[src/rtl/rfft_pkg.sv]
package rfft_pkg;

  localparam int MAX_LOG2    = 11;
  localparam int SAMPLE_BITS = 16;
  localparam int NPTS        = 1 << MAX_LOG2;
  localparam int TWN         = NPTS / 2;
  localparam int AW          = MAX_LOG2;
  localparam int TA_W        = MAX_LOG2 - 1;
  localparam int LEN_W       = MAX_LOG2 + 1;
  localparam int DW          = 28;
  localparam int TW_W        = 17;
  localparam int LG_W        = 4;
  localparam real PI         = 3.14159265358979323846;
  localparam real TW_STEP    = 2.0 * PI / real'(NPTS);

  typedef enum logic [1:0] {
    OP_LOAD = 2'd0,
    OP_RUN  = 2'd1,
    OP_READ = 2'd2,
    OP_NONE = 2'd3
  } opcode_e;

  typedef enum logic {
    REG_SIZE_LOG2 = 1'b0,
    REG_INVERSE   = 1'b1
  } reg_e;

  typedef enum logic [1:0] {
    WS_COPY,
    WS_BF_LO,
    WS_BF_HI,
    WS_DIV
  } wsel_e;

  typedef enum logic [3:0] {
    ST_IDLE,
    ST_CP_RD,
    ST_CP_WR,
    ST_BF_RK,
    ST_BF_RJ,
    ST_BF_MUL,
    ST_BF_SUM,
    ST_BF_WK,
    ST_BF_WJ,
    ST_DV_RD,
    ST_DV_WR,
    ST_RD_PUT
  } state_e;

  typedef struct packed {
    opcode_e                       opcode;
    logic [AW-1:0]                 position;
    logic signed [SAMPLE_BITS-1:0] sample;
  } in_item_t;

  typedef struct packed {
    logic signed [DW-1:0] real_part;
    logic signed [DW-1:0] imag_part;
  } out_item_t;

  typedef struct packed {
    logic [LG_W-1:0] size_log2;
    logic            inverse_mode;
  } cfg_t;

  typedef struct packed {
    logic            smp_we;
    logic            smp_re;
    logic [AW-1:0]   smp_raddr;
    logic            mem_re;
    logic [AW-1:0]   mem_raddr;
    logic            mem_we;
    logic [AW-1:0]   mem_waddr;
    wsel_e           wsel;
    logic [TA_W-1:0] tw_addr;
    logic            cap_k;
    logic            mul_en;
    logic            sum_en;
    logic            out_load;
    logic            out_zero;
    logic            inv;
    logic [LG_W-1:0] lg;
  } cmd_t;

  typedef struct packed {
    logic out_free;
  } status_t;

  typedef logic [2*TW_W-1:0] tw_rom_t [TWN];

  // reverse over AW bits, then shift the top lg bits down to the low end
  function automatic logic [AW-1:0] rev_bits(input logic [AW-1:0] x,
                                             input logic [LG_W-1:0] lg);
    logic [AW-1:0] r;
    for (int i = 0; i < AW; i++) begin
      r[i] = x[AW-1-i];
    end
    return r >> (AW - int'(lg));
  endfunction

  // {cos, sin} in Q1.15, 1.0 kept as +32768
  function automatic tw_rom_t tw_build();
    tw_rom_t rom;
    real a;
    real c;
    real s;
    int ci;
    int si;
    for (int k = 0; k < TWN; k++) begin
      a  = TW_STEP * real'(k);
      c  = $cos(a) * 32768.0;
      s  = $sin(a) * 32768.0;
      ci = (c >= 0.0) ? $rtoi(c + 0.5) : -$rtoi(0.5 - c);
      si = (s >= 0.0) ? $rtoi(s + 0.5) : -$rtoi(0.5 - s);
      rom[k] = {TW_W'(ci), TW_W'(si)};
    end
    return rom;
  endfunction

endpackage

[src/rtl/rfft_cfg.sv]
module rfft_cfg import rfft_pkg::*; (
  input  logic        clk_i,
  input  logic        rst_ni,
  input  logic        psel,
  input  logic        penable,
  input  logic        pwrite,
  input  logic [2:0]  paddr,
  input  logic [31:0] pwdata,
  output logic [31:0] prdata,
  output logic        pready,
  output cfg_t        cfg_o
);

  logic [LG_W-1:0] size_q;
  logic            inv_q;
  reg_e            idx;

  assign idx    = reg_e'(paddr[2]);
  assign pready = 1'b1;

  always_ff @(posedge clk_i or negedge rst_ni) begin
    if (!rst_ni) begin
      size_q <= LG_W'(MAX_LOG2);
      inv_q  <= 1'b0;
    end else if (psel && penable && pwrite) begin
      unique case (idx)
        REG_SIZE_LOG2: size_q <= pwdata[LG_W-1:0];
        REG_INVERSE:   inv_q  <= pwdata[0];
        default:       ;
      endcase
    end
  end

  always_comb begin
    unique case (idx)
      REG_SIZE_LOG2: prdata = {{(32-LG_W){1'b0}}, size_q};
      REG_INVERSE:   prdata = {31'b0, inv_q};
      default:       prdata = '0;
    endcase
  end

  assign cfg_o.size_log2    = size_q;
  assign cfg_o.inverse_mode = inv_q;

endmodule

[config.mk]
export PLATFORM = sky130hd
export DESIGN_NAME = rfft_cfg
export DESIGN_NICKNAME = d
export VERILOG_FILES = /design/src/rtl/rfft_pkg.sv /design/src/rtl/rfft_cfg.sv
export SDC_FILE = /design/constraint.sdc
export NUM_CORES = 1
export LEC_CHECK = 0
export BUFFER_PORTS_ARGS = -buffer_cell sky130_fd_sc_hd__buf_2
export CELL_PAD_IN_SITES_DETAIL_PLACEMENT = 1
export CELL_PAD_IN_SITES_GLOBAL_PLACEMENT = 1
export CORE_MARGIN = 4
export CORE_UTILIZATION = 16
export DETAILED_ROUTE_END_ITERATION = 8
export GPL_TIMING_DRIVEN = 0
export PLACE_DENSITY_LB_ADDON = 0.1
export SYNTH_ARGS = -nofsm -noshare
export SYNTH_HDL_FRONTEND = slang
export SYNTH_SLANG_ARGS = --single-unit
[constraint.sdc]
create_clock -name clk_i -period 1 [get_ports clk_i]
set_clock_uncertainty 0.05 [all_clocks]
set_input_delay 0.05 -clock clk_i [delete_from_list [all_inputs] [get_ports clk_i]]
set_output_delay 0.05 -clock clk_i [all_outputs]
set_load 0.03 [all_outputs]
# == After elaboration in Yosys (flattened, before gate mapping) ==
# Index checks and enable logic that the tools add are counted.
# W data, S select, Z words.
# classes
mux,1
bitwise,1
n_reduce_logical,4
# ops
op,n
$pmux W32 S2,1
$reduce_and A2 Y1,2
$logic_and A1 B1 Y1,2
$not A1 Y1,1
# word_totals
register_bits,5
output_inout_bits,38

# == Longest topological paths before layout ==
# Gate-level depths: netlist of the first run.
# logic_depth
word_depth,3
mapped_depth,2

# == Least setup slack after synthesis of the first run ==
# Ideal clock, no wire load.
# synth_path
path_kind,register to output
start,register size_q[0]
end,output prdata[0]
arrival_time_ns,0.885
slack_ns,0.015
path_stages_with_launch,2
path_cell_list,dfstp_2 > mux2_2
# synth_between
elab_chain_len,1
# synth_lines
element,line_no,text
from (decl),rfft_cfg.sv:14,logic [LG_W-1:0] size_q;
from (signal assigned),rfft_cfg.sv:23,size_q <= LG_W'(MAX_LOG2);
from (signal assigned),rfft_cfg.sv:27,REG_SIZE_LOG2: size_q <= pwdata[LG_W-1:0];
$pmux W32 S2,rfft_cfg.sv:35,unique case (idx)
to (decl),rfft_cfg.sv:9,"output logic [31:0] prdata,"
# No other way between the ends. The select of a mux whose other input is x is not followed.

# == Final worst setup path of the first run ==
# layout_path
start,register size_q[3]
end,output prdata[3]
# Same word-level chain as after synthesis.

==> results of run 1 <==
[worst max path at each step]
stage          startpoint   endpoint  slack [ps]  depth (start not counted)
6_report        size_q[3]  prdata[3]        -150                          2
5_1_grt         size_q[1]  prdata[1]        -210                          2
4_1_cts         size_q[1]  prdata[1]        -150                          2
3_5_place_dp    size_q[0]  prdata[0]          60                          2
3_3_place_gp    size_q[0]  prdata[0]          60                          2
2_1_floorplan   size_q[0]  prdata[0]          10                          1
[what timing repair did]
action,CTS,global route
setup endpoints to repair,8,9
resized for setup,16,6
hold buffers,4,0
setup buffers,3,0
hold endpoints to repair,8,0
cloned,0,0
[final cells by class]
cell class | instances | area (sq um)
Buffer | 29 | 218
Clock buffer | 4 | 26.3
Fill cell | 335 | 1960
Multi-Input combinational cell | 40 | 236
Sequential cell | 5 | 129
Tap cell | 31 | 38.8
Timing Repair Buffer | 25 | 216
[placed cells by master, fill, tap and decap left out, drive strengths merged]
cell,count
dfrtp,2
conb,29
nand4b,1
buf,50
and2b,3
nand4,1
dfstp,3
clkbuf,4
dlygate4sd3,4
mux2,6
[state kept, by name, summed over array words and instances (netlist names)]
signal,count
size_q,4
inv_q,1
[cells by family (layout without fill, tap and decap cells)]
| kind of cell | after synthesis | after routing |
|---|---|---|
| buffers and inverters | 30 | 58 |
| flip-flops | 5 | 5 |
| multiplexers | 6 | 6 |
| other | 2 | 29 |
| AND/OR/NAND/NOR | 5 | 5 |
[per-stage QoR]
stage                     hold WS [ps]  std cells  cell area [sq um]  setup WS (ps)  total power, mW
after floorplan                   -296         75                587           14.9            0.761
after global placement            -176        124                716           58.3            0.869
after detailed placement          -175        124                716           58.7            0.872
after CTS                         6.69        135                855           -145             1.26
after global routing              9.87        134                865           -206             1.36
final                             10.9        134                865           -147             1.27
[worst register-to-register path, cell delays in order, from the launching register on]
cell and delay (ps):
dfrtp_1 390, buf_6 120, mux2_2 250
[layer usage]
| metal | vias up | track usage, % |
|---|---|---|
| met5 | - | 0 |
| met2 | 32 | 10.4 |
| met4 | 0 | 4.13 |
| met1 | 170 | 6.16 |
| met3 | 4 | 3.73 |
| li1 | 203 | - |
[power groups by stage]
stage	sequential, mW	combinational, mW	clock [mW]
floorplan	0.372	0.390	0
global placement	0.299	0.571	0
detailed placement	0.299	0.573	0
CTS	0.295	0.719	0.247
global route	0.311	0.778	0.270
finish	0.303	0.734	0.234
==> results.ini, run 1 <==
[status]
status = complete, but fails checks
violations = negative setup slack

[yosys]
synth_compound_area_share_pct = 0
synthFlopType = dfstp_2
avgSynthCellArea_sq_um = 10.1
synth_top_area_cell = buf_4
synth-simple-area-share_pct = 11.6
yosys.cell_types.count = 8
yosysSeqAreaShare_pct = 26.5
synth_edf_count = 0
synthAdderAreaFrac_pct = 0
yosys-top-cells-count = buf_4, mux2_2, and2b_2, dfstp_2
netlist_area_sq_um = 485
synth_top_family_by_area = buffers and inverters
synth_top_area_share_pct = 46.4
synth_most_common_cell = buf_4
synth_xor_area_share_pct = 0
async_reset_ff_share_pct = 100
synth_area_leaders = buf_4, dfstp_2, mux2_2, dfrtp_1, and2b_2
ys_ff_latch = 5
ys.warnings.count = 0
netlist_instances = 48
muxShareOfSynthArea_pct = 13.9

[global_routing]
grt_max_degree = 7
grt_pass1_vias = 445
grt_pass1_wl_um = 1940
grt_use_total_pct = 6.41
overflow = 0
antenna_found_initial = 0

[power]
p_clk_share_pct = 18.4
p_per_area_mw_per_mm2 = 1470
power_frac_seq_pct = 23.8
switchingPower_uw = 515
p_sw_share_pct = 40.5
p_int_uw = 756
ir_drop_mv = 0.618
pwr-share-comb_pct = 57.8
leakagePower_nw = 0.507

[worst_setup_path]
critPathBufInv = 1
cp-end-kind = primary output
critPathKind = flop to primary output
critPathTopFamily = flip-flops
startpoint_type = flop
crit_arrival_ps = 1050
critPathSlowestCell = dfstp_2
regToRegStartpoint = size_q[2]
r2r_end = size_q[2]
cp_max_fo = 3
crit_chain = and2b_2 > buf_6
r2r_cells = 2
crit_required_ps = 900
r2r_slack_ps = 80
critical-path-max-stage-delay_ps = 540

[placement]
port-buffer-count = 18
place.gp.congestion = 0.602
dpl.hpwl_um = 938

[timing]
drv_slew = 0
report.final.setup_viol = 7
finalHoldViolations = 0
worst_slack_ps = -147
fin_crit_sh_pct = 115
setup_tns_ps = -619
rsz0062_at_grt = true
max_freq_ghz = 0.872
min_period_ps = 1150

[min_path]
min_to = inv_q
min_path_type = input pin to flop
hold_depth = 2
min_from = pwdata[0]

[clock_network]
htreeDepth = 1
cts_tree = yes
cts-buffers-inserted = 3
numClockSinks = 5
cts_max_path_buffers = 2
clk_pin_slew_ps = 40
ctsRootBufferMaster = clkbuf_4
clk_latency_ps = 240

[routing]
postRouteAntennaNets = 0
top_layer_used = met4
met2_length_um = 571
wl_per_cell_um = 8.57
drc = 0
dr.pass1.iters = 2
vias_per_cell = 3.05
wirelength_um = 1150
dr_wl_met3_um = 180
dr.first_iter.drc_count = 4
wl_met1_um = 383
vias = 409

[run]
drv_cap = 0

[finish]
nets = 144
n_antenna_cell = 0
syn_to_final_growth_pct = 78.1
drive_gt1_share_pct = 64.1
utilization_pct = 30.6

[die]
row_count = 19
die_w_um = 63.1
coreArea_sq_mm = 0.00283
die_height_um = 63.1
die_area_sq_mm = 0.00398
start_util_pct = 17.2
io_pins = 78

Note: power is estimated with default switching activity, not from simulation.
==> run 2, diff against run 1 <==
--- a/config.mk
+++ b/config.mk
@@ -9,7 +9,7 @@
 export CELL_PAD_IN_SITES_DETAIL_PLACEMENT = 1
 export CELL_PAD_IN_SITES_GLOBAL_PLACEMENT = 1
 export CORE_MARGIN = 4
-export CORE_UTILIZATION = 16
+export CORE_UTILIZATION = 15
 export DETAILED_ROUTE_END_ITERATION = 8
 export GPL_TIMING_DRIVEN = 0
 export PLACE_DENSITY_LB_ADDON = 0.1
==> constraint.sdc (replaced) <==
create_clock -name clk_i -period 0.9 [get_ports clk_i]
set_clock_uncertainty 0.05 [all_clocks]
set_input_delay 0.045 -clock clk_i [delete_from_list [all_inputs] [get_ports clk_i]]
set_output_delay 0.045 -clock clk_i [all_outputs]
set_load 0.03 [all_outputs]
==> results.ini, run 2 (synthesized netlist as in run 1, its figures left out) <==
[status]
status = complete, but fails checks
violations = negative setup slack

[clock_network]
ctsRootBufferMaster = clkbuf_4
cts-buffers-inserted = 3  ; unchanged
clk_pin_slew_ps = 40  ; about the same
numClockSinks = 5  ; unchanged
clk_latency_ps = 230  ; about the same
cts_tree = yes
cts_max_path_buffers = 2  ; unchanged
htreeDepth = 1  ; unchanged

[finish]
final_common_cell = buf_4
utilization_pct = 28.9  ; -1.7 points
final_cell_mix = buf_4, conb_1, buf_6, buf_2
multi_input_area_sq_um = 240  ; +1.6%
syn_to_final_growth_pct = 83.2
drive_gt1_share_pct = 65.4  ; +1.3 points
largest_register_ffs = 4  ; unchanged
nFillCells = 373  ; +11%
n_antenna_cell = 0  ; unchanged
design_area_sq_um = 890  ; +2.9%
ff_latch_area_sq_um = 130  ; +0.97%
regMostFlops = size_q
top_regs = size_q x4, inv_q x1
nets = 145  ; +0.69%

[timing]
report.final.setup_viol = 10  ; +3
hold_ws_ps = 15.3  ; +4.36 ps
rsz0062_at_grt = true
max_freq_ghz = 0.885
worst_slack_ps = -230  ; -82.7 ps
drv_slew = 0  ; unchanged
fin_crit_sh_pct = 126
finalHoldViolations = 0  ; unchanged
setup_tns_ps = -1450  ; -835 ps
min_period_ps = 1130

[worst_setup_path]
startpoint_type = flop
critPathKind = flop to primary output
critPathSlowestCell = dfrtp_1
crit_chain = mux2_4 > buf_6
crit_arrival_ps = 1030  ; -20 ps
crit_required_ps = 810  ; -90 ps
critical-path-max-stage-delay_ps = 390  ; -150 ps
cp-end-kind = primary output
cp_max_fo = 3  ; unchanged

[routing]
vias_per_cell = 2.64  ; -14%
dr.first_iter.drc_count = 3  ; -1
wl_per_cell_um = 7.51  ; -12%
drc = 0  ; unchanged
vias = 390  ; -4.6%
dr.pass1.iters = 2  ; unchanged
postRouteAntennaNets = 0  ; unchanged
wirelength_um = 1110  ; -3.3%

[placement]
dp_slack_ps = -42.6  ; -101 ps
placed_area_sq_um = 741  ; +3.5%
port-buffer-count = 18  ; unchanged
place.gp.congestion = 0.537  ; -11%
dpl.hpwl_um = 988  ; +5.3%

[global_routing]
antenna_found_initial = 0  ; unchanged
grt_use_total_pct = 5.60  ; -0.81 points
overflow = 0  ; unchanged
grt_max_degree = 7  ; unchanged
grt_pass1_vias = 376  ; -16%
grt_pass1_wl_um = 1700  ; -12%

[power]
ir_drop_mv = 0.445  ; -28%
leakagePower_nw = 0.515  ; +1.5%
p_per_area_mw_per_mm2 = 1580  ; +7.7%

[run]
drv_cap = 0  ; unchanged

[die]
io_pins = 78  ; unchanged
die_w_um = 64.9  ; +2.9%
coreArea_sq_mm = 0.00308  ; +8.8%
die_height_um = 64.9  ; +2.9%
start_util_pct = 15.8  ; -1.4 points
row_count = 20  ; +1
die_area_sq_mm = 0.00421  ; +5.8%

[min_path]
min_path_type = input pin to flop

-- run 2: cell type report --
type | count | area share (%)
Sequential cell | 5 | 14.6
Multi-Input combinational cell | 40 | 27.0
Tap cell | 44 | 6.19
Timing Repair Buffer | 25 | 23.5
Clock buffer | 4 | 2.95
Buffer | 30 | 25.7
-- run 2: where the power goes --
group          total (mW)  switching (mW)  internal, mW
clock network       0.250          0.0826         0.167
logic               0.828           0.443         0.385
registers           0.331          0.0323         0.299
-- run 2: metrics by stage --
step | power [mW] | instances
finish | 1.41 | 148
global route | 1.51 | 148
CTS | 1.42 | 148
detailed placement | 0.985 | 137
global placement | 0.982 | 137
floorplan | 0.862 | 75
-- run 2: critical path: cells and delay by family (launching register included) --
family,cells,cell delay [ps]
mux,1,270
buf+inv,1,140
flops,1,390
-- run 2: what timing repair did --
action,4_1_cts,5_1_grt
endpoints found under the hold margin,8,0
resized for setup,18,1
endpoints found under the setup margin,9,10
buffers inserted,3,0
hold buffers,4,0
-- run 2: path summary, 6_finish.rpt --
kind	start	slack, ps	depth (start not counted)	endpoint
worst min-delay path	pwdata[0]	20	2	inv_q
worst max register to register	size_q[2]	-30	2	size_q[2]
worst max-delay path	inv_q	-230	2	prdata[0]
min in group asynchronous	rst_ni	120	2	size_q[2]
max in group asynchronous	rst_ni	470	2	size_q[0]
worst min register to register	inv_q	520	1	inv_q
-- run 2: routing by layer --
metal  GRT usage, %  part of all wire [%]
met5              0                     0
met4           1.58                     0
met3           4.68                    19
met2           8.56                    47
met1           5.75                    33
==> run 3, diff against run 2 <==
--- a/config.mk
+++ b/config.mk
@@ -8,6 +8,7 @@
 export BUFFER_PORTS_ARGS = -buffer_cell sky130_fd_sc_hd__buf_2
 export CELL_PAD_IN_SITES_DETAIL_PLACEMENT = 1
 export CELL_PAD_IN_SITES_GLOBAL_PLACEMENT = 1
+export CORE_ASPECT_RATIO = 1.4
 export CORE_MARGIN = 4
 export CORE_UTILIZATION = 15
 export DETAILED_ROUTE_END_ITERATION = 8
==> results.ini, run 3 (synthesized netlist as in run 1, its figures left out) <==
[finish]
final_common_cell = buf_4
syn_to_final_growth_pct = 77.3
utilization_pct = 27.6  ; -1.3 points
final_cell_mix = buf_4, conb_1, buf_6, buf_2, mux2_2
nFillCells = 395  ; +5.9%
n_antenna_cell = 0  ; unchanged
largest_register_ffs = 4  ; unchanged
regMostFlops = size_q
drive_gt1_share_pct = 67.0  ; +1.6 points
nets = 141  ; -2.8%
fin_cells = 139  ; -6.1%
top_regs = size_q x4, inv_q x1

[timing]
min_period_ps = 1110  ; -17.0 ps
rsz0062_at_grt = true
finalHoldViolations = 0  ; unchanged
max_freq_ghz = 0.899  ; +1.5%
setup_tns_ps = -1240  ; +218 ps
worst_slack_ps = -213  ; +17.0 ps
report.final.setup_viol = 10  ; unchanged
hold_ws_ps = 10.0  ; -5.27 ps
fin_crit_sh_pct = 124  ; -1.9 points
drv_slew = 0  ; unchanged

[min_path]
min_path_type = input pin to flop
hold_depth = 2  ; unchanged
min_to = size_q[1]
min_from = pwdata[1]

[power]
pwr-share-comb_pct = 51.5  ; -7.3 points
p_int_uw = 962  ; +13%
p_sw_share_pct = 37.5  ; -2.1 points
ir_drop_mv = 0.691  ; +55%
p_per_area_mw_per_mm2 = 1790  ; +13%
p_clk_share_pct = 26.7  ; +9.0 points
leakagePower_nw = 0.504  ; -2.1%
switchingPower_uw = 576  ; +3.4%
power_frac_seq_pct = 21.8  ; -1.7 points

[routing]
top_layer_used = met4
dr.first_iter.drc_count = 9  ; +6
vias = 397  ; +1.8%
wirelength_um = 1140  ; +2.2%
postRouteAntennaNets = 0  ; unchanged
dr.pass1.iters = 2  ; unchanged
wl_per_cell_um = 8.17  ; +8.8%
dr_wl_met3_um = 191  ; -12%
wl_met1_um = 379  ; +2.2%
met2_length_um = 549  ; +5.0%
vias_per_cell = 2.86  ; +8.4%
drc = 0  ; unchanged

[die]
io_pins = 78  ; unchanged
start_util_pct = 15.5  ; -0.23 points
die_w_um = 56.1  ; -14%
row_count = 24  ; +20%
die_area_sq_mm = 0.00422  ; +0.30%
coreArea_sq_mm = 0.00312  ; +1.5%
die_height_um = 75.3  ; +16%

[status]
violations = negative setup slack
status = complete, but fails checks

[worst_setup_path]
crit_chain = and2b_2 > buf_6
crit_arrival_ps = 1020  ; about the same
startpoint_type = flop
r2r_slack_ps = -20  ; about the same
critical-path-max-stage-delay_ps = 530  ; +140 ps
r2r_end = size_q[2]
r2r_cells = 2  ; unchanged
critPathKind = flop to primary output
regToRegStartpoint = size_q[2]
critPathSlowestCell = dfstp_2
cp_max_fo = 3  ; unchanged
cp-end-kind = primary output
crit_required_ps = 810  ; about the same

[clock_network]
cts_tree = yes
ctsRootBufferMaster = clkbuf_8
clk_pin_slew_ps = 30  ; about the same
cts_max_path_buffers = 2  ; unchanged
htreeDepth = 1  ; unchanged
numClockSinks = 5  ; unchanged
clk_latency_ps = 220  ; about the same
cts-buffers-inserted = 3  ; unchanged

[placement]
placed_cells = 132  ; -3.6%
port-buffer-count = 18  ; unchanged
place.gp.congestion = 0.720  ; +34%
dp_slack_ps = -37.1  ; +5.46 ps

[global_routing]
grt_pass1_vias = 408  ; +8.5%
antenna_found_initial = 0  ; unchanged
grt_max_degree = 7  ; unchanged
grt_use_total_pct = 5.82  ; +0.22 points
overflow = 0  ; unchanged
grt_pass1_wl_um = 1820  ; +6.9%

[run]
drv_cap = 0  ; unchanged

[run 3: stage by stage]
| stage | cell area, sq um | total power [mW] |
|---|---|---|
| after detailed placement | 734 | 0.991 |
| after floorplan | 596 | 0.862 |
| after global placement | 734 | 0.983 |
| after CTS | 856 | 1.55 |
| after global routing | 861 | 1.63 |
| final | 861 | 1.54 |
[run 3: power by group through the flow]
stage,clock network [mW],logic [mW],registers (mW)
2_1_floorplan,0,0.445,0.417
3_3_place_gp,0,0.646,0.337
6_report,0.410,0.792,0.336
3_5_place_dp,0,0.649,0.342
4_1_cts,0.428,0.783,0.338
5_1_grt,0.454,0.835,0.346
[run 3: what timing repair did]
action / in CTS / in global routing
hold endpoints to repair: 5 / 0
hold buffers: 1 / 0
pin swaps: 0 / 0
endpoints found under the setup margin: 9 / 10
setup buffers: 2 / 0
resized for setup: 16 / 4
[run 3: how the worst max path moves through the flow]
stage | startpoint | cells past startpoint | end
2_1_floorplan | size_q[1] | 1 | prdata[1]
3_3_place_gp | size_q[1] | 2 | prdata[1]
3_5_place_dp | size_q[1] | 2 | prdata[1]
4_1_cts | size_q[1] | 2 | prdata[1]
5_1_grt | inv_q | 2 | prdata[0]
6_report | size_q[1] | 2 | prdata[1]
[run 3: area by class of cell]
type	count	area [sq um]	share of cell area, %
Buffer	30	229	26.6
Multi-Input combinational cell	40	240	27.9
Clock buffer	4	45.0	5.23
Tap cell	39	48.8	5.67
Sequential cell	5	130	15.1
Timing Repair Buffer	21	168	19.5
[run 3: metal layers]
layer,vias up,global-route usage (%)
li1,196,-
met1,169,5.73
met2,30,9.36
met3,2,3.90
met4,0,3.17
met5,-,0
[run 3: critical path, delay by kind of cell (launching register included)]
kind / cells / cell delay [ps]
buf+inv: 1 / 120
simple gates: 1 / 150
flops: 1 / 530
