==> config.mk <==
export PLATFORM = sky130hd
export DESIGN_NAME = rfft_ctrl
export DESIGN_NICKNAME = d
export VERILOG_FILES = /design/src/rtl/rfft_pkg.sv /design/src/rtl/rfft_ctrl.sv
export SDC_FILE = /design/constraint.sdc
export NUM_CORES = 1
export LEC_CHECK = 0
export ABC_AREA = 1
export BUFFER_PORTS_ARGS = -buffer_cell sky130_fd_sc_hd__buf_2
export CAP_MARGIN = 0
export CELL_PAD_IN_SITES_DETAIL_PLACEMENT = 0
export CELL_PAD_IN_SITES_GLOBAL_PLACEMENT = 2
export CORE_ASPECT_RATIO = 0.6
export CORE_UTILIZATION = 32
export DETAILED_ROUTE_END_ITERATION = 12
export PLACE_DENSITY = 0.95
export SETUP_SLACK_MARGIN = 0.05
export SYNTH_ARGS = -nofsm -noshare
export SYNTH_HDL_FRONTEND = slang
export SYNTH_SLANG_ARGS = --single-unit
export TNS_END_PERCENT = 20
==> constraint.sdc <==
create_clock -name clk_i -period 4.8 [get_ports clk_i]
set_input_delay 0.96 -clock clk_i [delete_from_list [all_inputs] [get_ports clk_i]]
set_output_delay 0.96 -clock clk_i [all_outputs]
set_load 0.02 [all_outputs]
==> src/rtl/rfft_pkg.sv <==
package rfft_pkg;

  localparam int MAX_LOG2    = 11;
  localparam int SAMPLE_BITS = 16;
  localparam int NPTS        = 1 << MAX_LOG2;
  localparam int TWN         = NPTS / 2;
  localparam int AW          = MAX_LOG2;
  localparam int TA_W        = MAX_LOG2 - 1;
  localparam int LEN_W       = MAX_LOG2 + 1;
  localparam int DW          = 28;
  localparam int TW_W        = 17;
  localparam int LG_W        = 4;
  localparam real PI         = 3.14159265358979323846;
  localparam real TW_STEP    = 2.0 * PI / real'(NPTS);

  typedef enum logic [1:0] {
    OP_LOAD = 2'd0,
    OP_RUN  = 2'd1,
    OP_READ = 2'd2,
    OP_NONE = 2'd3
  } opcode_e;

  typedef enum logic {
    REG_SIZE_LOG2 = 1'b0,
    REG_INVERSE   = 1'b1
  } reg_e;

  typedef enum logic [1:0] {
    WS_COPY,
    WS_BF_LO,
    WS_BF_HI,
    WS_DIV
  } wsel_e;

  typedef enum logic [3:0] {
    ST_IDLE,
    ST_CP_RD,
    ST_CP_WR,
    ST_BF_RK,
    ST_BF_RJ,
    ST_BF_MUL,
    ST_BF_SUM,
    ST_BF_WK,
    ST_BF_WJ,
    ST_DV_RD,
    ST_DV_WR,
    ST_RD_PUT
  } state_e;

  typedef struct packed {
    opcode_e                       opcode;
    logic [AW-1:0]                 position;
    logic signed [SAMPLE_BITS-1:0] sample;
  } in_item_t;

  typedef struct packed {
    logic signed [DW-1:0] real_part;
    logic signed [DW-1:0] imag_part;
  } out_item_t;

  typedef struct packed {
    logic [LG_W-1:0] size_log2;
    logic            inverse_mode;
  } cfg_t;

  typedef struct packed {
    logic            smp_we;
    logic            smp_re;
    logic [AW-1:0]   smp_raddr;
    logic            mem_re;
    logic [AW-1:0]   mem_raddr;
    logic            mem_we;
    logic [AW-1:0]   mem_waddr;
    wsel_e           wsel;
    logic [TA_W-1:0] tw_addr;
    logic            cap_k;
    logic            mul_en;
    logic            sum_en;
    logic            out_load;
    logic            out_zero;
    logic            inv;
    logic [LG_W-1:0] lg;
  } cmd_t;

  typedef struct packed {
    logic out_free;
  } status_t;

  typedef logic [2*TW_W-1:0] tw_rom_t [TWN];

  // reverse over AW bits, then shift the top lg bits down to the low end
  function automatic logic [AW-1:0] rev_bits(input logic [AW-1:0] x,
                                             input logic [LG_W-1:0] lg);
    logic [AW-1:0] r;
    for (int i = 0; i < AW; i++) begin
      r[i] = x[AW-1-i];
    end
    return r >> (AW - int'(lg));
  endfunction

  // {cos, sin} in Q1.15, 1.0 kept as +32768
  function automatic tw_rom_t tw_build();
    tw_rom_t rom;
    real a;
    real c;
    real s;
    int ci;
    int si;
    for (int k = 0; k < TWN; k++) begin
      a  = TW_STEP * real'(k);
      c  = $cos(a) * 32768.0;
      s  = $sin(a) * 32768.0;
      ci = (c >= 0.0) ? $rtoi(c + 0.5) : -$rtoi(0.5 - c);
      si = (s >= 0.0) ? $rtoi(s + 0.5) : -$rtoi(0.5 - s);
      rom[k] = {TW_W'(ci), TW_W'(si)};
    end
    return rom;
  endfunction

endpackage

==> src/rtl/rfft_ctrl.sv <==
module rfft_ctrl import rfft_pkg::*; (
  input  logic     clk_i,
  input  logic     rst_ni,
  input  logic     in_valid_i,
  input  in_item_t in_data_i,
  output logic     in_stall_o,
  input  cfg_t     cfg_i,
  input  status_t  status_i,
  output cmd_t     cmd_o
);

  state_e           state_q, state_d;
  logic [AW-1:0]    idx_q;
  logic [TA_W-1:0]  bf_q;
  logic [LG_W-1:0]  stg_q;
  logic [LG_W-1:0]  lg_q;
  logic             inv_q;
  logic [LEN_W-1:0] len_q;
  logic             zero_q;

  logic [LG_W-1:0]  lg_eff;
  logic             idx_last, bf_last, stg_last, in_acc;
  logic [TA_W-1:0]  half_mask, t_off, hi_part, tw_idx;
  logic [AW-1:0]    addr_j, addr_k;

  always_comb begin
    if (cfg_i.size_log2 == '0) lg_eff = LG_W'(1);
    else if (cfg_i.size_log2 > LG_W'(MAX_LOG2)) lg_eff = LG_W'(MAX_LOG2);
    else lg_eff = cfg_i.size_log2;
  end

  assign idx_last  = idx_q == ({AW{1'b1}} >> (AW - int'(lg_q)));
  assign bf_last   = bf_q == ({TA_W{1'b1}} >> (AW - int'(lg_q)));
  assign stg_last  = stg_q == (lg_q - LG_W'(1));

  // pair addresses for butterfly bf_q of stage stg_q
  assign half_mask = ~({TA_W{1'b1}} << stg_q);
  assign t_off     = bf_q & half_mask;
  assign hi_part   = bf_q & ~half_mask;
  assign addr_j    = {hi_part, 1'b0} | {1'b0, t_off};
  assign addr_k    = addr_j | (AW'(1) << stg_q);
  assign tw_idx    = t_off << (TA_W - int'(stg_q));

  assign in_stall_o = state_q != ST_IDLE;
  assign in_acc     = in_valid_i && !in_stall_o;

  always_comb begin
    state_d = state_q;
    unique case (state_q)
      ST_IDLE: begin
        if (in_valid_i) begin
          unique case (in_data_i.opcode)
            OP_RUN:  state_d = ST_CP_RD;
            OP_READ: state_d = ST_RD_PUT;
            default: state_d = ST_IDLE;
          endcase
        end
      end
      ST_CP_RD:  state_d = ST_CP_WR;
      ST_CP_WR:  state_d = idx_last ? ST_BF_RK : ST_CP_RD;
      ST_BF_RK:  state_d = ST_BF_RJ;
      ST_BF_RJ:  state_d = ST_BF_MUL;
      ST_BF_MUL: state_d = ST_BF_SUM;
      ST_BF_SUM: state_d = ST_BF_WK;
      ST_BF_WK:  state_d = ST_BF_WJ;
      ST_BF_WJ: begin
        if (bf_last && stg_last) state_d = inv_q ? ST_DV_RD : ST_IDLE;
        else state_d = ST_BF_RK;
      end
      ST_DV_RD:  state_d = ST_DV_WR;
      ST_DV_WR:  state_d = idx_last ? ST_IDLE : ST_DV_RD;
      ST_RD_PUT: state_d = status_i.out_free ? ST_IDLE : ST_RD_PUT;
      default:   state_d = ST_IDLE;
    endcase
  end

  always_comb begin
    cmd_o           = '0;
    cmd_o.inv       = inv_q;
    cmd_o.lg        = lg_q;
    cmd_o.smp_raddr = idx_q;
    cmd_o.tw_addr   = tw_idx;
    cmd_o.wsel      = WS_COPY;
    unique case (state_q)
      ST_IDLE: begin
        if (in_valid_i) begin
          unique case (in_data_i.opcode)
            OP_LOAD: cmd_o.smp_we = 1'b1;
            OP_READ: begin
              cmd_o.mem_re    = 1'b1;
              cmd_o.mem_raddr = in_data_i.position;
            end
            default: ;
          endcase
        end
      end
      ST_CP_RD: cmd_o.smp_re = 1'b1;
      ST_CP_WR: begin
        cmd_o.mem_we    = 1'b1;
        cmd_o.mem_waddr = rev_bits(idx_q, lg_q);
      end
      ST_BF_RK: begin
        cmd_o.mem_re    = 1'b1;
        cmd_o.mem_raddr = addr_k;
      end
      ST_BF_RJ: begin
        cmd_o.mem_re    = 1'b1;
        cmd_o.mem_raddr = addr_j;
        cmd_o.cap_k     = 1'b1;
      end
      ST_BF_MUL: cmd_o.mul_en = 1'b1;
      ST_BF_SUM: cmd_o.sum_en = 1'b1;
      ST_BF_WK: begin
        cmd_o.mem_we    = 1'b1;
        cmd_o.mem_waddr = addr_k;
        cmd_o.wsel      = WS_BF_LO;
      end
      ST_BF_WJ: begin
        cmd_o.mem_we    = 1'b1;
        cmd_o.mem_waddr = addr_j;
        cmd_o.wsel      = WS_BF_HI;
      end
      ST_DV_RD: begin
        cmd_o.mem_re    = 1'b1;
        cmd_o.mem_raddr = idx_q;
      end
      ST_DV_WR: begin
        cmd_o.mem_we    = 1'b1;
        cmd_o.mem_waddr = idx_q;
        cmd_o.wsel      = WS_DIV;
      end
      ST_RD_PUT: begin
        cmd_o.out_load = status_i.out_free;
        cmd_o.out_zero = zero_q;
      end
      default: ;
    endcase
  end

  always_ff @(posedge clk_i or negedge rst_ni) begin
    if (!rst_ni) begin
      state_q <= ST_IDLE;
      idx_q   <= '0;
      bf_q    <= '0;
      stg_q   <= '0;
      lg_q    <= LG_W'(1);
      inv_q   <= 1'b0;
      len_q   <= '0;
      zero_q  <= 1'b1;
    end else begin
      state_q <= state_d;
      unique case (state_q)
        ST_IDLE: begin
          if (in_acc && in_data_i.opcode == OP_RUN) begin
            lg_q  <= lg_eff;
            inv_q <= cfg_i.inverse_mode;
            idx_q <= '0;
            bf_q  <= '0;
            stg_q <= '0;
          end
          if (in_acc && in_data_i.opcode == OP_READ) begin
            zero_q <= {1'b0, in_data_i.position} >= len_q;
          end
        end
        ST_CP_WR, ST_DV_WR: idx_q <= idx_last ? '0 : idx_q + AW'(1);
        ST_BF_WJ: begin
          if (bf_last) begin
            bf_q  <= '0;
            stg_q <= stg_q + LG_W'(1);
            if (stg_last) len_q <= LEN_W'(1) << lg_q;
          end else begin
            bf_q <= bf_q + TA_W'(1);
          end
        end
        default: ;
      endcase
    end
  end

  a_load_free: assert property (@(posedge clk_i) disable iff (!rst_ni)
    cmd_o.out_load |-> status_i.out_free)
    else $error("result loaded while output register busy");

  a_run_start: assert property (@(posedge clk_i) disable iff (!rst_ni)
    (in_acc && in_data_i.opcode == OP_RUN) |=> state_q == ST_CP_RD)
    else $error("run item did not start the copy pass");

  a_one_port: assert property (@(posedge clk_i) disable iff (!rst_ni)
    !(cmd_o.mem_we && cmd_o.mem_re))
    else $error("data memory read and write in one cycle");

endmodule

After elaboration in Yosys (flattened, before gate mapping)
Index checks and enable logic that the tools add are counted.
W data, S select, Z words.
- add/sub/neg operators: 6
- $lt $le $gt $ge: 2
- eq/ne operators: 19
- shifts and indexed selects: 7
- mux-type cells: 32
- bitwise operators: 6
- reduce and logical (&&, ||, !) cells: 18
- operators by type and width (cell ; number):
    $pmux W12 S4 ; 2
    $pmux W4 S12 ; 1
    $mux W4 ; 9
    $shl A10 B32 Y10 ; 1
    $shr A10 B32 Y10 const A ; 1
    $shr A11 B32 Y11 ; 1
    $shr A11 B32 Y11 const A ; 1
    $mux W12 ; 2
    $mux W11 ; 2
    $pmux W11 S2 ; 1
    $and A10 B10 Y10 ; 2
    $mux W10 ; 2
    $not A10 Y10 ; 2
    $pmux W10 S2 ; 1
    $eq A4 B3 Y1 const B ; 4
    $eq A4 B4 Y1 const B ; 4
    $pmux W4 S2 ; 2
    $ge A11 B12 Y1 ; 1
    $shl A1 B4 Y12 const A ; 1
    $add A11 B1 Y11 const B ; 1
    $eq A11 B11 Y1 ; 1
    $or A11 B10 Y11 ; 1
    $or A11 B11 Y11 ; 1
    $shl A1 B4 Y11 const A ; 1
    other kinds (25) ; 45
- register bits: 47
- input port bits: 38
- output and inout bits: 60
- word-level logic and storage cells: 98

Depth between registers and ports, before layout
Gate-level depths: netlist of the first run.
- depth in word-level cells: 7
- mapped depth: 17
- gate-level depth less buffers: 15

Least setup slack after synthesis of the first run
OpenSTA, ideal clock, no wires.
- path type: flip-flop to output port
- start point: register lg_q[2]
- end point: output port cmd_o[25] in the netlist's numbering
- arrival: 2.480 ns
- required time: 3.840 ns
- path slack: 1.360 ns
- cell stages (with the launch flop): 11
- path buffers: 3
- path through: dfrtp_1 -> buf_6 -> inv_2 -> clkbuf_1 -> ha_1 -> inv_2 -> buf_2 -> nand2_1 -> inv_1 -> o21ai_0 -> o21ai_0
- RTL lines (item ; RTL line ; RTL):
    from (decl) ; rfft_ctrl.sv:16 ; logic [LG_W-1:0] lg_q;
    from (signal assigned) ; rfft_ctrl.sv:155 ; lg_q <= lg_eff;
    to (decl) ; rfft_ctrl.sv:9 ; output cmd_t cmd_o

==> run metrics, run 1 <==
wl on met1=a little over 10 mm; Hold Path Cell Cnt=2; Met3 Wirelength=1.88 mm; global-route wire length before repair=31.5 mm; crit end category=output pin; outcome=complete, but fails checks; clock slew at reported path FFs=70 ps; hpwl dp=15.9 mm; worst-path fanout max=15; crit-path most repeated cell=o21ai_0; worst-case clock buffer depth=2; H-tree Lvls=2; static leakage=2.82 nW; Register-to-Register Path Depth=12; hold crit path type=reg -> reg; Max stage delay on crit path=roughly 600 ps; final worst slack=849 ps; I/O pin cnt=98; cts hold-fix bufs=0; Mapped Cells=817; routability congestion estimate=about 0.94; final WL=between 15 and 20 mm; drt pass-1 iters=9; ANT cells=0; CTS sink count=47; Max Fclk=253 MHz; Sw Share=~60%; die height=about 100 um; fraction of layout cells with a size suffix above 1=16.7%; Slew HR=a little under two fifths; grt ovf=0; RSZ-0062 raised after global routing=false; Hold Vio Cnt, Final=0; placed cells=around 1100; Post-Route Setup TNS=0 ps; syn_area_per_cell=6.31 um2; FF+latch count, synth=47; Critical Path, Cell by Cell=inv_1 > ha_1 > o21ai_0 > nand2_1 > o21ai_0 > o21ai_0 > nand2_1 > o21ai_0 > nor2_1 > nor2_1 > a21oi_1 > buf_2; metal2 WL=7.56 mm; Clock Power Share=11.8%; pwr/cell area=between 600 and 700 nW/um2; root buffer cell=clkbuf_16; main flop type after synthesis=dfrtp_1; core area=15500 um2; post-synth top area share=21.9%; fin crit period=3950 ps; area leader, netlist=dfrtp_1; NetSw=2.35 mW; Final Cycle Share=82.3%; sequential cell area fraction in the yosys report=22.9%; most frequent cell after synthesis=nand2_1; Initial Utilization=33.1%; pre-CTS setup slack=1180 ps; clk_skew=about 4.0 ps; I/O Buffers=slightly above 80; Crit Path Class=reg -> out; Final ANT Viol Nets=0; Post-Layout Cell Count=~1100; DR top layer=met4; MaxCap Viol Count=0; Peak VDD IR=0.220 mV; initial antenna violation count=0; max-slew violation count=0; Comb pwr share=about two thirds; Synth area leaders=dfrtp_1 (22%), nand2_1 (16%), ha_1 (7.5%); FP Rows=35; CP max-delay cell=dfrtp_1; Die W=166 um; Area growth, synth to finish=14.4%; largest net degree at the start of global routing=48; Initial DRC Count=710; asr flop ratio synth=100%; Netlist Area Pre-Place=5150 um2; drt via density=5.47; CTS resizes=0; Setup Viol. Count Final=0; nets@finish=952; Worst Path Required=3840 ps; Fillers=1725; WL per Instance=18.4 um; number of enable flip-flop cells after synthesis=0; number of global-route vias before repair=5476; Reg power frac=20.2%; cts bufs inserted=5; Setup crit start kind=flop; synth warn=0; Yosys cell types=50; worst slew pin tran=about 940 ps; failing checks=design-rule violations; Post-synth top cells=nand2_1 (224), inv_1 (82), nor2_1 (82); DRC Markers=6; Post-CTS Setup Bufs=0; via count=5950; Power Internal=1.59 mW; Worst-Skew Late Latency=290 ps; die area=around 17000 um2; GR Util All Layers=between 20% and 30%; Data arrival, critical path=~3000 ps; TritonCTS clock tree=built; syn nets=886; Final Power=3.93 mW
-- cell type report --
cell class | instances | area (um2) | area share (%)
clock buffer | 5 | 125 | 2.12
clock inverter | 3 | 67.6 | 1.15
inverter | 98 | 370 | 6.29
multi-input combinational | 646 | 3460 | 58.7
sequential | 47 | 1180 | 20.0
tap | 203 | 254 | 4.31
timing repair buffer | 85 | 435 | 7.39
-- placed cells by master (no fill, tap or decap), types with 3 or more instances in the layout --
cell,count
a21oi_1,21
a22oi_1,11
a31oi_1,5
buf_2,81
buf_4,4
clkbuf_16,5
clkinv_1,3
dfrtp_1,45
ha_1,31
inv_1,82
inv_2,12
nand2_1,224
nand2_2,13
nand3_1,67
nand4_1,9
nor2_1,82
nor2_2,6
nor2_4,4
nor3_1,15
o2111ai_1,7
o211ai_1,11
o21ai_0,52
o21ai_1,18
o21ai_2,8
o221ai_1,5
o22ai_1,19
xnor2_1,5
xor2_1,11
-- flip-flops by register name (all words and copies together) (netlist names) --
name,cells
lg_q,4
len_q,12
bf_q,10
zero_q,1
state_q,4
stg_q,4
inv_q,1
idx_q,11
-- worst paths after layout --
check                      startpoint   endpoint  slack [ps]
max                          stg_q[0]  cmd_o[18]         850
min                            zero_q     zero_q         510
max reg2reg                   lg_q[2]   len_q[8]        1440
min reg2reg                    zero_q     zero_q         510
max in group asynchronous      rst_ni   len_q[0]        3580
min in group asynchronous      rst_ni    bf_q[7]         770
-- layer usage --
layer / GRT usage [%] / vias up
met5: 0 / -
met1: 39.3 / 2808
met3: 5.32 / 17
li1: - / 2868
met2: 33.2 / 257
met4: 3.95 / 0
-- cells by family after synthesis --
| group | share of synthesized area [%] |
|---|---|
| adders and majority gates | 7.53 |
| buffers and inverters | 9.96 |
| muxes | 0.389 |
| AOI/OAI and AO/OA | 20.5 |
| xor gates and xnor gates | 2.72 |
| and+or+nand+nor | 36.0 |
| DFF | 22.9 |
-- power by group through the flow --
stage          combinational (mW)  clock (mW)  sequential [mW]
2_1_floorplan                1.93           0            0.683
3_3_place_gp                 2.63           0            0.786
3_5_place_dp                 2.62           0            0.787
4_1_cts                      2.63       0.467            0.780
5_1_grt                      2.98       0.482            0.814
6_report                     2.68       0.463            0.796
-- metrics by stage --
| stage | cell area, um2 | util, % | hold slack, ps |
|---|---|---|---|
| 6_report | 5890 | 37.9 | 508 |
| 3_5_place_dp | 5700 | 36.7 | 500 |
| 2_1_floorplan | 5150 | - | 467 |
| 5_1_grt | 5890 | 37.9 | 540 |
| 3_3_place_gp | 5700 | 36.7 | 496 |
| 4_1_cts | 5890 | 37.9 | 511 |
-- worst max-delay path: cells and delay by family (launching register included) --
family | cells | cell delay, ps
adders and majority gates | 1 | 350
DFF | 1 | 610
and+or+nand+nor | 4 | 420
buffers and inverters | 2 | 520
AOI/OAI and AO/OA | 5 | 810
(Power assumes the default switching activity.)
==> inputs of run 2 (changes only) <==
CORE_UTILIZATION = 27   (was 32)
PLACE_DENSITY = 0.87   (was 0.95)
clock period = 3.25 ns   (was 4.8 ns; I/O delays follow)
==> run metrics, run 2 (synthesis gave the netlist of run 1 again) <==
outcome=finished, final reports clean (was complete, but fails checks); setup slack, reg-to-reg=440 ps (was 1440 ps); FP Rows=38 (was 35); CP delay by family, top=buffers and inverters (was compound AO/OA/AOI/OAI gates); clk_skew=10.2 ps (was 3.99 ps); WL per Instance=18.9 um (was 18.4 um); Biggest register=len_q (unchanged); max-slew violation count=0 (unchanged); RSZ-0062 raised after global routing=true (was false); RR Endpoint=state_q[3] (was len_q[8]); drt pass-1 iters=5 (was 9); hpwl dp=17.3 mm (was 15.9 mm); drt via density=5.32 (was 5.47); Critical Path End=cmd_o[28] (was cmd_o[18]); Slew HR=53.8% (was 37.3%); Hold Vio Cnt, Final=0 (unchanged); MaxCap Viol Count=0 (unchanged); Peak VDD IR=0.301 mV (was 0.220 mV); core area=18400 um2 (was 15500 um2); fin crit period=around 3100 ps; ANT cells=0 (unchanged); clock slew at reported path FFs=70 ps (about the same); die area=19700 um2 (was 16600 um2); Power Internal=2.35 mW (was 1.59 mW); Initial Utilization=28.1% (was 33.1%); Register-to-Register Path Depth=15 (was 12); Fillers=2079 (was 1725); via count=6113 (was 5950); final WL=21.7 mm (was 20.0 mm); commonest non-fill, non-tap cell in the layout=nand2_1 (unchanged); initial antenna violation count=0 (unchanged); pwr/cell area=975 nW/um2 (was 668 nW/um2); DRC Markers=0 (was 6); NetSw=3.62 mW (was 2.35 mW); Critical Path, Cell by Cell=buf_4 > ha_2 > inv_4 > nand2_1 > inv_1 > o211ai_1 > o2111ai_1 > buf_2 (was inv_1 > ha_1 > o21ai_0 > nand2_1 > o21ai_0 > o21ai_0 > nand2_1 > o21ai_0 > nor2_1 > nor2_1 > a21oi_1 > buf_2); Initial DRC Count=681 (was 710); commonest non-fill, non-tap cells in the layout=nand2_1 (224), inv_1 (82), nor2_1 (81), buf_2 (81), nand3_1 (67) (was nand2_1 (224), inv_1 (82), nor2_1 (82)); WP depth=8 (was 12); routability congestion estimate=0.966 (was 0.938); Worst-Skew Late Latency=310 ps (was 290 ps); Sw Share=60.6% (was 59.7%); Reg power frac=17.4% (was 20.2%); I/O pin cnt=98 (unchanged); GR Util All Layers=22.1% (was 24.7%); CTS sink count=47 (unchanged); nets@finish=978 (was 952); worst r2r src=lg_q[3] (was lg_q[2]); Largest regs=len_q: 12 flops, idx_q: 11 flops, bf_q: 10 flops (unchanged); TritonCTS clock tree=built (unchanged); I/O Buffers=81 (unchanged); static leakage=2.92 nW (was 2.82 nW); Die W=180 um (was 166 um); worst-path fanout max=9 (was 15); Setup Viol. Count Final=0 (unchanged); Max Fclk=around 320 MHz; Post-Route Setup TNS=0 ps (unchanged); worst slew pin tran=694 ps (was 937 ps); hold crit path type=in -> async (was reg -> reg); Clock Power Share=9.2% (was 11.8%); Worst Path Required=2600 ps (was 3840 ps); Area growth, synth to finish=18.8% (was 14.4%); fraction of layout cells with a size suffix above 1=20.0% (was 16.7%); Max stage delay on crit path=480 ps (was 610 ps); Core Util, Final=33.4% (was 37.9%); Final ANT Viol Nets=0 (unchanged); Final Power=5.97 mW (was 3.93 mW); Comb pwr share=73.5% (was 68.0%); global-route wire length before repair=32.9 mm (was 31.5 mm); grt ovf=0 (unchanged); cts bufs inserted=5 (unchanged); Data arrival, critical path=2480 ps (was 2990 ps); Setup crit start=lg_q[3] (was stg_q[0]); root buffer cell=clkbuf_16 (unchanged); CP Buf/Inv Count=4 (was 2); cts hold-fix bufs=0 (unchanged); crit end category=output pin (unchanged); Final Hold Slack=373 ps (was 508 ps); die height=109 um (was 100 um); worst-case clock buffer depth=2 (unchanged); H-tree Lvls=2 (unchanged); largest net degree at the start of global routing=26 (was 48); Final Cycle Share=96.3%; max FFs per register=12 (unchanged); CP max-delay cell=dfrtp_2 (was dfrtp_1); Setup crit start kind=flop (unchanged); Crit Path Class=reg -> out (unchanged); number of global-route vias before repair=5485 (was 5476)
run 2: what timing repair did:
action	4_1_cts	5_1_grt
pin swaps	0	0
resized for setup	2	12
setup buffers	0	2
endpoints found under the setup margin	1	17
endpoints found under the hold margin	0	0
run 2: stage by stage:
stage,instance area [um2],worst slack (ps),instances
floorplan,5150,120,817
global route,6120,28.7,1150
global placement,5920,237,1140
finish,6120,121,1150
detailed placement,5920,283,1140
CTS,6070,85.2,1148
run 2: power groups by stage:
stage                     sequential [mW]  clock [mW]  combinational, mW
after global placement               1.02           0               4.27
final                                1.04       0.547               4.39
after global routing                 1.05       0.577               4.79
after CTS                            1.02       0.559               4.27
after floorplan                      1.01           0               2.86
after detailed placement             1.03           0               4.25
run 2: layer usage:
layer  part of all wire (%)  GRT usage, %
met4                    1.1          3.85
met5                      0             0
met2                     37          29.0
met1                     50          35.0
met3                     11          5.81
run 2: cell type report:
type	count	area [um2]	area share [%]
Sequential cell	47	1180	19.3
Timing Repair Buffer	111	631	10.3
Inverter	98	373	6.09
Tap cell	240	300	4.90
Multi-Input combinational cell	646	3490	57.0
Clock buffer	5	125	2.04
Clock inverter	3	20.0	0.327
run 2: how the worst min path moves through the flow:
stage          endpoint  cells after the start
2_1_floorplan   bf_q[0]                      0
3_3_place_gp     zero_q                      2
3_5_place_dp   len_q[0]                      2
4_1_cts        idx_q[3]                      1
5_1_grt        idx_q[0]                      1
6_report       idx_q[3]                      1
